===== config.mk =====
export PLATFORM = sky130hd
export DESIGN_NAME = scalar_kalman_filter_top_flat
export DESIGN_NICKNAME = d
export VERILOG_FILES = /design/src/hw/rtl/skf_pkg.sv /design/src/hw/rtl/skf_sample_if.sv /design/src/hw/rtl/skf_result_if.sv /design/src/hw/rtl/skf_regs.sv /design/src/hw/rtl/skf_ctrl.sv /design/src/hw/rtl/skf_dp.sv /design/src/hw/rtl/scalar_kalman_filter_top.sv /design/src/flat_wrapper.sv
export SDC_FILE = /design/constraint.sdc
export NUM_CORES = 2
export LEC_CHECK = 0
export BUFFER_PORTS_ARGS = -buffer_cell sky130_fd_sc_hd__buf_2
export CAP_MARGIN = 20
export CORE_ASPECT_RATIO = 1.75
export CORE_MARGIN = 2
export CORE_UTILIZATION = 58
export DETAILED_ROUTE_END_ITERATION = 7
export PLACE_DENSITY = 0.75
export SLEW_MARGIN = 10
export SYNTH_ARGS = -nofsm -noshare
export SYNTH_HDL_FRONTEND = slang
export SYNTH_HIERARCHICAL = 1
export SYNTH_SLANG_ARGS = --single-unit

===== constraint.sdc =====
create_clock -name clk -period 9.3 [get_ports clk]
set_input_delay 1.395 -clock clk [delete_from_list [all_inputs] [get_ports clk]]
set_output_delay 1.395 -clock clk [all_outputs]
set_load 0.02 [all_outputs]

===== src/hw/rtl/skf_pkg.sv =====
// ----------------------------------------------------------------------------
// skf_pkg
// Shared types and constants of the scalar Kalman filter.
// ----------------------------------------------------------------------------
package skf_pkg;

  // q16.16 and q1.16 fixed point
  localparam int VAR_FRAC = 16;
  localparam logic [16:0] GAIN_ONE = 17'd65536;
  localparam logic [31:0] VAR_ONE = 32'd65536;
  localparam logic [31:0] PRED_MAX = 32'hFFFF_FFFF;
  localparam logic [31:0] Q_RESET = 32'd655;
  localparam logic [31:0] R_RESET = 32'd65536;

  // one quotient bit per step, 17 bits of gain
  localparam int DIV_STEPS = 17;
  localparam int CNT_W = 5;

  // configuration space
  localparam int ADDR_W = 3;
  localparam logic REG_PROCESS_NOISE = 1'b0;
  localparam logic REG_MEASUREMENT_NOISE = 1'b1;

  // controller to datapath commands
  typedef struct packed {
    logic load_in;
    logic prep;
    logic div_step;
    logic div_first;
    logic mul;
    logic update;
  } skf_cmd_t;

endpackage


===== src/hw/rtl/skf_sample_if.sv =====
// ----------------------------------------------------------------------------
// skf_sample_if
// Measurement channel: valid/ready handshake with one signed sample.
// ----------------------------------------------------------------------------
interface skf_sample_if;
  logic valid;
  logic ready;
  logic signed [15:0] measurement;

  modport source (output valid, output measurement, input ready);
  modport sink (input valid, input measurement, output ready);
endinterface


===== src/hw/rtl/skf_result_if.sv =====
// ----------------------------------------------------------------------------
// skf_result_if
// Result channel: valid/ready handshake with estimate, gain and flag.
// ----------------------------------------------------------------------------
interface skf_result_if;
  logic valid;
  logic ready;
  logic signed [31:0] estimate;
  logic [16:0] gain;
  logic degenerate;

  modport source (output valid, output estimate, output gain, output degenerate,
                  input ready);
  modport sink (input valid, input estimate, input gain, input degenerate,
                output ready);
endinterface


===== src/hw/rtl/skf_regs.sv =====
// ----------------------------------------------------------------------------
// skf_regs
// APB-style register file holding the noise covariances Q and R.
// ----------------------------------------------------------------------------
module skf_regs (
  input  logic                       clk,
  input  logic                       rst,
  input  logic                       psel,
  input  logic                       penable,
  input  logic                       pwrite,
  input  logic [skf_pkg::ADDR_W-1:0] paddr,
  input  logic [31:0]                pwdata,
  output logic [31:0]                prdata,
  output logic                       pready,
  output logic [31:0]                process_noise,
  output logic [31:0]                measurement_noise,
  output logic                       cfg_write
);

  logic reg_sel;

  assign pready = 1'b1;
  assign reg_sel = paddr[2];
  assign cfg_write = psel & penable & pwrite & pready;

  always_ff @(posedge clk) begin
    if (rst) begin
      process_noise <= skf_pkg::Q_RESET;
      measurement_noise <= skf_pkg::R_RESET;
    end else if (cfg_write) begin
      case (reg_sel)
        skf_pkg::REG_PROCESS_NOISE: process_noise <= pwdata;
        skf_pkg::REG_MEASUREMENT_NOISE: measurement_noise <= pwdata;
        default: ;
      endcase
    end
  end

  always_comb begin
    case (reg_sel)
      skf_pkg::REG_PROCESS_NOISE: prdata = process_noise;
      skf_pkg::REG_MEASUREMENT_NOISE: prdata = measurement_noise;
      default: prdata = '0;
    endcase
  end

endmodule


===== src/hw/rtl/skf_ctrl.sv =====
// ----------------------------------------------------------------------------
// skf_ctrl
// Sequencer: accept, prepare, 17 divide steps, multiply, update.
// ----------------------------------------------------------------------------
module skf_ctrl (
  input  logic              clk,
  input  logic              rst,
  input  logic              in_valid,
  output logic              in_ready,
  output logic              out_valid,
  input  logic              out_ready,
  output skf_pkg::skf_cmd_t cmd
);

  localparam logic [2:0] ST_IDLE = 3'd0;
  localparam logic [2:0] ST_PREP = 3'd1;
  localparam logic [2:0] ST_DIV  = 3'd2;
  localparam logic [2:0] ST_MUL  = 3'd3;
  localparam logic [2:0] ST_UPD  = 3'd4;
  localparam logic [skf_pkg::CNT_W-1:0] DIV_LAST = skf_pkg::CNT_W'(skf_pkg::DIV_STEPS - 1);

  logic [2:0] state;
  logic [2:0] state_next;
  logic [skf_pkg::CNT_W-1:0] div_cnt;
  logic out_free;

  assign in_ready = (state == ST_IDLE);
  assign out_free = ~out_valid | out_ready;

  always_comb begin
    state_next = state;
    cmd = '0;
    case (state)
      ST_IDLE: begin
        cmd.load_in = in_valid;
        if (in_valid) state_next = ST_PREP;
      end
      ST_PREP: begin
        cmd.prep = 1'b1;
        state_next = ST_DIV;
      end
      ST_DIV: begin
        cmd.div_step = 1'b1;
        cmd.div_first = (div_cnt == '0);
        if (div_cnt == DIV_LAST) state_next = ST_MUL;
      end
      ST_MUL: begin
        cmd.mul = 1'b1;
        state_next = ST_UPD;
      end
      ST_UPD: begin
        // hold the finished step until the output register is free
        cmd.update = out_free;
        if (out_free) state_next = ST_IDLE;
      end
      default: state_next = ST_IDLE;
    endcase
  end

  always_ff @(posedge clk) begin
    if (rst) begin
      state <= ST_IDLE;
      div_cnt <= '0;
      out_valid <= 1'b0;
    end else begin
      state <= state_next;
      if (state == ST_DIV) div_cnt <= div_cnt + 1'b1;
      else div_cnt <= '0;
      out_valid <= cmd.update | (out_valid & ~out_ready);
    end
  end

  a_accept_to_prep: assert property (@(posedge clk) disable iff (rst)
    cmd.load_in |=> state == ST_PREP)
    else $error("accepted sample did not start preparation");

  a_div_count: assert property (@(posedge clk) disable iff (rst)
    state == ST_DIV |-> div_cnt <= DIV_LAST)
    else $error("divide step counter overran");

  a_no_overwrite: assert property (@(posedge clk) disable iff (rst)
    cmd.update |-> (!out_valid || out_ready))
    else $error("result overwritten before transfer");

endmodule


===== src/hw/rtl/skf_dp.sv =====
// ----------------------------------------------------------------------------
// skf_dp
// Datapath: predicted variance, restoring gain divider, estimate and
// variance update, result register.
// ----------------------------------------------------------------------------
module skf_dp #(
  parameter int FRAC_BITS = 16
) (
  input  logic                clk,
  input  logic                rst,
  input  skf_pkg::skf_cmd_t   cmd,
  input  logic                restart,
  input  logic [31:0]         process_noise,
  input  logic [31:0]         measurement_noise,
  input  logic signed [15:0]  measurement,
  output logic signed [31:0]  estimate,
  output logic [16:0]         gain,
  output logic                degenerate
);

  localparam int MW = 16 + FRAC_BITS;
  localparam int DW = ((MW > 32) ? MW : 32) + 1;
  localparam int PW = DW + 18;
  localparam int SW = DW + 1;

  logic signed [15:0] meas_q;
  logic signed [31:0] est_q;
  logic [31:0] var_q;
  logic [31:0] pred_q;
  logic [32:0] den_q;
  logic den_zero_q;
  logic [33:0] rem_q;
  logic [16:0] gain_q;
  logic [16:0] gain_used_q;
  logic signed [DW-1:0] diff_q;
  logic signed [PW-1:0] prod_est_q;
  logic [48:0] prod_var_q;

  logic [32:0] pred_sum;
  logic [32:0] den_sum;
  logic signed [DW-1:0] target;
  logic signed [DW-1:0] est_ext;
  logic [33:0] trial;
  logic [33:0] den_ext;
  logic trial_ge;
  logic [16:0] gain_eff;
  logic [16:0] one_minus;
  logic signed [SW-1:0] delta;
  logic signed [SW-1:0] est_wide;
  logic est_fits;
  logic signed [31:0] est_sat;

  assign pred_sum = {1'b0, var_q} + {1'b0, process_noise};
  assign den_sum = {1'b0, pred_q} + {1'b0, measurement_noise};
  assign target = {{(DW-MW){meas_q[15]}}, meas_q, {FRAC_BITS{1'b0}}};
  assign est_ext = {{(DW-32){est_q[31]}}, est_q};

  // restoring division: first step compares pred itself, later steps shift
  assign trial = cmd.div_first ? rem_q : {rem_q[32:0], 1'b0};
  assign den_ext = {1'b0, den_q};
  assign trial_ge = (trial >= den_ext);

  assign gain_eff = den_zero_q ? 17'd0 : gain_q;
  assign one_minus = skf_pkg::GAIN_ONE - gain_eff;

  // floor shift by the gain's fraction bits
  assign delta = prod_est_q[skf_pkg::VAR_FRAC +: SW];
  assign est_wide = {{(SW-32){est_q[31]}}, est_q} + delta;
  assign est_fits = (est_wide[SW-1:31] == '0) || (est_wide[SW-1:31] == '1);
  assign est_sat = est_fits ? est_wide[31:0]
                 : (est_wide[SW-1] ? 32'sh8000_0000 : 32'sh7FFF_FFFF);

  always_ff @(posedge clk) begin
    if (rst || restart) begin
      est_q <= '0;
      var_q <= skf_pkg::VAR_ONE;
    end else if (cmd.update) begin
      est_q <= est_sat;
      var_q <= prod_var_q[47:16];
    end
  end

  always_ff @(posedge clk) begin
    if (cmd.load_in) begin
      meas_q <= measurement;
      pred_q <= pred_sum[32] ? skf_pkg::PRED_MAX : pred_sum[31:0];
    end
    if (cmd.prep) begin
      den_q <= den_sum;
      den_zero_q <= (den_sum == '0);
      rem_q <= {2'b00, pred_q};
      gain_q <= '0;
      diff_q <= target - est_ext;
    end
    if (cmd.div_step) begin
      rem_q <= trial_ge ? (trial - den_ext) : trial;
      gain_q <= {gain_q[15:0], trial_ge};
    end
    if (cmd.mul) begin
      gain_used_q <= gain_eff;
      prod_est_q <= $signed({1'b0, gain_eff}) * diff_q;
      prod_var_q <= {32'b0, one_minus} * {17'b0, pred_q};
    end
    if (cmd.update) begin
      estimate <= est_sat;
      gain <= gain_used_q;
      degenerate <= den_zero_q;
    end
  end

  a_rem_bound: assert property (@(posedge clk) disable iff (rst)
    cmd.div_step |-> rem_q <= {1'b0, den_q})
    else $error("divider remainder exceeds denominator");

  a_gain_bound: assert property (@(posedge clk) disable iff (rst)
    cmd.mul && !den_zero_q |-> gain_q <= skf_pkg::GAIN_ONE)
    else $error("gain above one");

  a_degen_gain: assert property (@(posedge clk) disable iff (rst)
    cmd.update && den_zero_q |-> gain_used_q == 17'd0)
    else $error("zero denominator with nonzero gain");

endmodule


===== src/hw/rtl/scalar_kalman_filter_top.sv =====
// ----------------------------------------------------------------------------
// scalar_kalman_filter_top
// One-dimensional constant-state Kalman filter with APB configuration.
// Each sample passes through the prepare, 17-step gain divide, multiply and
// update states; no new sample is accepted until its update is done.
// The next sample is taken while a finished result still waits.
// Reset (rst, synchronous): Q = 655, R = 1.0, estimate 0, variance 1.0;
// any register write also restarts estimate and variance.
// ----------------------------------------------------------------------------
module scalar_kalman_filter_top #(
  parameter int FRAC_BITS = 16
) (
  input  logic                       clk,
  input  logic                       rst,
  input  logic                       psel,
  input  logic                       penable,
  input  logic                       pwrite,
  input  logic [skf_pkg::ADDR_W-1:0] paddr,
  input  logic [31:0]                pwdata,
  output logic [31:0]                prdata,
  output logic                       pready,
  skf_sample_if.sink                 sample,
  skf_result_if.source               result
);

  logic [31:0] process_noise;
  logic [31:0] measurement_noise;
  logic cfg_write;
  skf_pkg::skf_cmd_t cmd;

  skf_regs u_regs (
    .clk               (clk),
    .rst               (rst),
    .psel              (psel),
    .penable           (penable),
    .pwrite            (pwrite),
    .paddr             (paddr),
    .pwdata            (pwdata),
    .prdata            (prdata),
    .pready            (pready),
    .process_noise     (process_noise),
    .measurement_noise (measurement_noise),
    .cfg_write         (cfg_write)
  );

  skf_ctrl u_ctrl (
    .clk       (clk),
    .rst       (rst),
    .in_valid  (sample.valid),
    .in_ready  (sample.ready),
    .out_valid (result.valid),
    .out_ready (result.ready),
    .cmd       (cmd)
  );

  skf_dp #(
    .FRAC_BITS (FRAC_BITS)
  ) u_dp (
    .clk               (clk),
    .rst               (rst),
    .cmd               (cmd),
    .restart           (cfg_write),
    .process_noise     (process_noise),
    .measurement_noise (measurement_noise),
    .measurement       (sample.measurement),
    .estimate          (result.estimate),
    .gain              (result.gain),
    .degenerate        (result.degenerate)
  );

endmodule

===== src/flat_wrapper.sv =====
// flat-port wrapper written by rule: the top's interface ports become plain ports
module scalar_kalman_filter_top_flat 
#(
  parameter int FRAC_BITS = 16
)
  (clk, rst, psel, penable, pwrite, paddr, pwdata, prdata, pready, sample_valid, sample_measurement, sample_ready, result_valid, result_estimate, result_gain, result_degenerate, result_ready);
  skf_sample_if sample_i ();
  skf_result_if result_i ();
  input  logic clk;
  input  logic rst;
  input  logic psel;
  input  logic penable;
  input  logic pwrite;
  input  logic [skf_pkg::ADDR_W-1:0] paddr;
  input  logic [31:0] pwdata;
  output logic [31:0] prdata;
  output logic pready;
  input wire logic [$bits(sample_i.valid)-1:0] sample_valid;
  input wire logic [$bits(sample_i.measurement)-1:0] sample_measurement;
  output wire logic [$bits(sample_i.ready)-1:0] sample_ready;
  output wire logic [$bits(result_i.valid)-1:0] result_valid;
  output wire logic [$bits(result_i.estimate)-1:0] result_estimate;
  output wire logic [$bits(result_i.gain)-1:0] result_gain;
  output wire logic [$bits(result_i.degenerate)-1:0] result_degenerate;
  input wire logic [$bits(result_i.ready)-1:0] result_ready;
  assign sample_i.valid = sample_valid;
  assign sample_i.measurement = sample_measurement;
  assign sample_ready = sample_i.ready;
  assign result_valid = result_i.valid;
  assign result_estimate = result_i.estimate;
  assign result_gain = result_i.gain;
  assign result_degenerate = result_i.degenerate;
  assign result_i.ready = result_ready;
  scalar_kalman_filter_top #(.FRAC_BITS(FRAC_BITS)) u_core (.clk(clk), .rst(rst), .psel(psel), .penable(penable), .pwrite(pwrite), .paddr(paddr), .pwdata(pwdata), .prdata(prdata), .pready(pready), .sample(sample_i), .result(result_i));
endmodule

==> Yosys cells after proc, flatten, opt, wreduce, memory -nomap -nowiden <==
Cells that the tools add are included.
{ "totals": {"register_bits": 468, "inputBits": 58, "elab_cells": 78} }
{ "classes": {"n_addsub": 7, "multipliers": 2, "n_lt_le_gt_ge": 1, "n_eq_ne": 9, "mux": 19, "bitwise_logic": 9, "reduce_logical": 11} }
{ "op_table": {"columns": ["operator", "n"], "rows": [
  ["$mux W34", 4],
  ["$add A32 B32 Y33", 2],
  ["$mux W32", 2],
  ["$pmux W32 S2", 1],
  ["$mux W17", 3],
  ["$mul A18 B33 Y50", 1],
  ["$mul A17 B32 Y48", 1],
  ["$add A34 B34 Y34", 1],
  ["$ge A34 B33 Y1", 1],
  ["$sub A34 B33 Y34", 1],
  ["$logic_not A33 Y1", 1],
  ["$sub A32 B32 Y33", 1],
  ["$sub A17 B17 Y17 const A", 1],
  ["$pmux W3 S5", 1],
  ["$mux W3", 3],
  ["$eq A3 B2 Y1 const B", 2],
  ["$eq A3 B3 Y1 const B", 2],
  ["$logic_not A3 Y1", 2],
  ["$ne A2 B2 Y1 const B", 3],
  ["$add A5 B1 Y5 const B", 1],
  ["$eq A5 B5 Y1 const B", 1],
  ["$logic_not A5 Y1", 1],
  ["$mux W1", 4],
  ["$not A1 Y1", 4],
  ["9 further kinds", 14]
]} }

==> Logic depth before layout (Yosys ltp) <==
{ "depth": {"depth_word": 6, "depth_mapped": 34} }

==> Modules after synthesis <==
Netlist, hierarchy kept.
{ "modules_own_cells": {"columns": ["module", "n_inst", "cells_per_inst", "area_per_inst_um2"], "rows": [
  ["skf_dp", 1, 6004, 55903.6],
  ["skf_regs", 1, 292, 3104.2],
  ["skf_ctrl", 1, 49, 449.2]
]} }

==> Worst setup path before layout <==
No wires, ideal clock.
{ "synth_timing": {"path_type": "reg-to-reg", "startpoint": "register u_core.u_dp.den_zero_q", "endpoint": "register u_core.u_dp.prod_var_q[32], data pin", "arrival_ns": 7.272, "setup_slack_ns": 1.766, "path_stages_with_launch": 28, "path_buffers": 3, "synth_period_minus_slack_ns": 7.534, "path_cell_list": "edfxtp_1 -> clkbuf_1 -> nor2b_1 -> clkbuf_1 -> or4_1 -> nor4_1 -> xor2_1 -> clkbuf_1 -> and2_1 -> fa_1 -> fa_1 -> fa_1 -> fa_1 -> fa_1 -> inv_1 -> fa_1 -> inv_1 -> ha_1 -> a21o_1 -> a211o_1 -> nor2_1 -> nand4_1 -> nand3_1 -> o21ai_0 -> a31o_2 -> a21oi_1 -> o21bai_1 -> xor2_1"} }
{ "synth_via": {"elab_chain_cells": 3} }
{ "synth_rtl": {"columns": ["item", "line", "rtl"], "rows": [
  ["from (decl)", "skf_dp.sv:31", "logic den_zero_q;"],
  ["from (signal assigned)", "skf_dp.sv:90", "den_zero_q <= (den_sum == '0);"],
  ["$mux W17", "skf_dp.sv:63", "assign gain_eff = den_zero_q ? 17'd0 : gain_q;"],
  ["$sub A17 B17 Y17", "skf_dp.sv:64", "assign one_minus = skf_pkg::GAIN_ONE - gain_eff;"],
  ["$mul A17 B32 Y48", "skf_dp.sv:102", "prod_var_q <= {32'b0, one_minus} * {17'b0, pred_q};"],
  ["to (signal assigned)", "skf_dp.sv:102", null],
  ["to (decl)", "skf_dp.sv:37", "logic [48:0] prod_var_q;"]
]} }
No other way between the ends.
A chain may end at the register's enable or synchronous reset.

==> Final worst setup path <==
{ "layout_timing": {"startpoint": "register u_core.u_dp.den_zero_q", "endpoint": "register u_core.u_dp.prod_var_q[29], data pin"} }
The elaborated chain is that of the path after synthesis.

==> results.md <==
* EDFF count, synth at 299
* Fin crit period at 8.744 ns
* Initial Util at 0.5840
* Commonest cells in the netlist: 1,227 x inv_1, 979 x fa_1, 884 x nand2_1
* RSZ-0062 raised after global routing: no
* Setup repair bufs after CTS at 0
* Mean Syn Cell Area at 9.371 sq um
* Clock Pin Slew Worst Setup and Hold Paths at 0.07 ns
* Hold crit path type: flip-flop to flip-flop
* Number of vias per cell at 5.747
* Crit path DAT at 9.10 ns
* Setup slack, reg-to-reg at 0.56 ns
* RR Startpoint: u_core/u_dp/den_zero_q
* CP Depth at 31
* Site row count at 155
* Max transition margin at 0.3015
* Hold Slack at 0.4184 ns
* Final setup fails at 0
* Post-synthesis cell area at 59,460 sq um
* Die Wd at 246.0 um
* Worst EP required at 9.66 ns
* Net Count, Synth at 7,763
* Synth warn at 6
* H-tree depth at 2
* Clk buf depth at 3
* Drt pass-1 iters at 6
* Pin count of the biggest net entering global routing at 110
* CP top delay family: adder cells
* Die ar. at 105,200 sq um
* Post-DP Area at 61,690 sq um
* Gpl congestion at 0.9510
* Unique cell type count in the Yosys netlist at 94
* Endpoint of the worst register-to-register path: u_core/u_dp/prod_var_q[29]
* Cts bufs inserted at 44
* CP endpoint kind: flip-flop
* Worst Setup SP: u_core/u_dp/den_zero_q
* Crit path buffers/inverters at 7
* Routed Antenna Nets at 0
* Dpl hpwl at 127,200 um
* Final setup skew at 0.06402 ns
* Chip height at 427.6 um
* Crit path largest cell delay at 0.72 ns
* Hold Vio Cnt, Final at 0
* Synth area leaders: fa_1 33%, edfxtp_1 15%, ha_1 8.0%
* Yosys reg bits at 436
* Worst skew pair latency at 0.66 ns
* Crit-path max FO at 10
* Post_cts resized at 0
* Layout cell share with drive strength beyond 1 at 0.07266
* Setup TNS at 0 ns
* Max-slew violation count at 0
* Total GRT Usage at 0.3166
* Final Instance Area at 63,410 sq um
* Drt initial violations at 2,552
* Total gr overflow at 0
* First-pass GRT wire length at 254,800 um
* Worst-margin pin slew at 1.048 ns
* Status: completed
* # hold bufs at CTS at 0
* Critical Path Sink: u_core/u_dp/prod_var_q[29]
* Fillers at 8,436
* Top-area cell type share of the netlist area at 0.3296
* Clock sink count at 436
* CTS tree: built
* CP Class: flip-flop to flip-flop
* Count leader, synth: inv_1
* Post-layout util at 0.6227
* DR vias at 44,300
* Most used cell, CP: fa_1
* # DRC at 0
* Port Buffers at 139
* Fmax at 0.1144 GHz
* Top Ports at 143
* Async set or reset register ratio after synthesis at 0
* Slowest cell on the critical path: edfxtp_1
* Core Footprint at 101,800 sq um
* Mapped Cells at 6,345
* Routed len/inst at 20.88 um
* Initial antenna violation count at 4
* Post-synthesis sequential area ratio at 0.1971
* Period utilization at 0.9402
* Worst r2r path cells at 31
* Nets@finish at 7,754
* Crit path launch type: flip-flop
* Commonest register cell after synthesis: edfxtp_1
* # Max-Cap Violations at 0
* Routed WL at 161,000 um
* Largest area contributor in the netlist: fa_1
* Vias in the first global route at 48,140
* Area Overhead vs Synth at 6.641%
* CTS root buf: clkbuf_16
-- state kept, by name, indices dropped and copies added, names as in the netlist, 33 cells and up --
| signal | flops |
|---|---|
| u_core/u_dp/prod_est_q | 34 |
| u_core/u_dp/rem_q | 34 |
| u_core/u_dp/den_q | 33 |
| u_core/u_dp/diff_q | 33 |
-- worst min path at each step --
stage,from,to,cells after the start
after floorplan,u_core/u_dp/gain_used_q[0],u_core/u_dp/gain[0],0
after global placement,u_core/u_dp/gain_used_q[9],u_core/u_dp/gain[9],0
after detailed placement,u_core/u_dp/gain_used_q[7],u_core/u_dp/gain[7],0
after CTS,u_core/u_dp/gain_used_q[7],u_core/u_dp/gain[7],0
after global routing,u_core/u_dp/gain_used_q[7],u_core/u_dp/gain[7],0
final,u_core/u_dp/gain_used_q[7],u_core/u_dp/gain[7],0
-- layer usage --
layer  share of wire  up-vias  wire, um  track usage
met5         0.00016        -        25            0
met3           0.055      688      8840      0.04011
li1                -    19740         -            -
met1            0.32    22170     52250       0.3251
met2            0.53     1694     85540       0.5843
met4           0.089        4     14320       0.2343
-- per-stage QoR --
stage               setup WS, ns  instances
CTS                       0.5475       7703
global route              0.2025       7707
floorplan                  1.766       6345
finish                    0.5559       7708
detailed placement        0.5834       7621
global placement          0.6974       7621
-- worst register-to-register path: cells and delay by family (launching register included) --
kind | cells | cell delay, ns
adder cells (fa/ha/maj) | 7 | 3.25
buffers and inverters | 7 | 0.88
AND/OR/NAND/NOR | 9 | 1.79
flip-flops | 1 | 0.72
AO/OA/AOI/OAI | 6 | 1.50
XOR/XNOR | 2 | 0.34
-- cell families (layout without fill, tap and decap cells) --
logic type / count (synthesis) / after routing / synth area share
AO/OA/AOI/OAI: 699 / 699 / 0.07508
adder cells (fa/ha/maj): 1360 / 1360 / 0.4098
AND/OR/NAND/NOR: 1928 / 1928 / 0.1571
buffers and inverters: 1529 / 1556 / 0.09811
flip-flops: 436 / 436 / 0.1971
other: 1 / 3 / 0.00006307
XOR/XNOR: 219 / 219 / 0.03226
multiplexers: 173 / 173 / 0.03047
-- placed cells by master, fill, tap and decap left out, types with 25 or more instances in the layout --
| cell type | instances |
|---|---|
| nor2_1 | 210 |
| nand2_1 | 884 |
| o21bai_1 | 25 |
| nor2b_1 | 26 |
| o21a_1 | 32 |
| fa_1 | 979 |
| a21o_1 | 102 |
| xor2_1 | 83 |
| a31oi_1 | 69 |
| dfxtp_1 | 137 |
| buf_4 | 101 |
| nand2b_1 | 150 |
| and3_1 | 25 |
| and2_1 | 388 |
| mux2i_1 | 109 |
| clkbuf_16 | 48 |
| nand4_1 | 30 |
| buf_2 | 139 |
| mux2_2 | 64 |
| edfxtp_1 | 299 |
| ha_1 | 381 |
| nor3_1 | 51 |
| inv_1 | 1227 |
| a21oi_1 | 204 |
| nand3_1 | 54 |
| xnor2_1 | 122 |
| o21ai_0 | 133 |
-- layout make-up --
cell class | count | area, sq um | share of cell area
clock inverter | 28 | 365.4 | 0.005762
antenna | 2 | 5.005 | 0.00007893
sequential | 436 | 11720 | 0.1849
tap | 1334 | 1669 | 0.02632
multi-input combinational | 4380 | 42180 | 0.6652
clock buffer | 54 | 1259 | 0.01985
inverter | 1228 | 4609 | 0.07270
timing repair buffer | 246 | 1597 | 0.02518
Power is left out: the tool's default activity adds up to more than one toggle a clock period on the data nets, which glitch-free logic cannot reach.
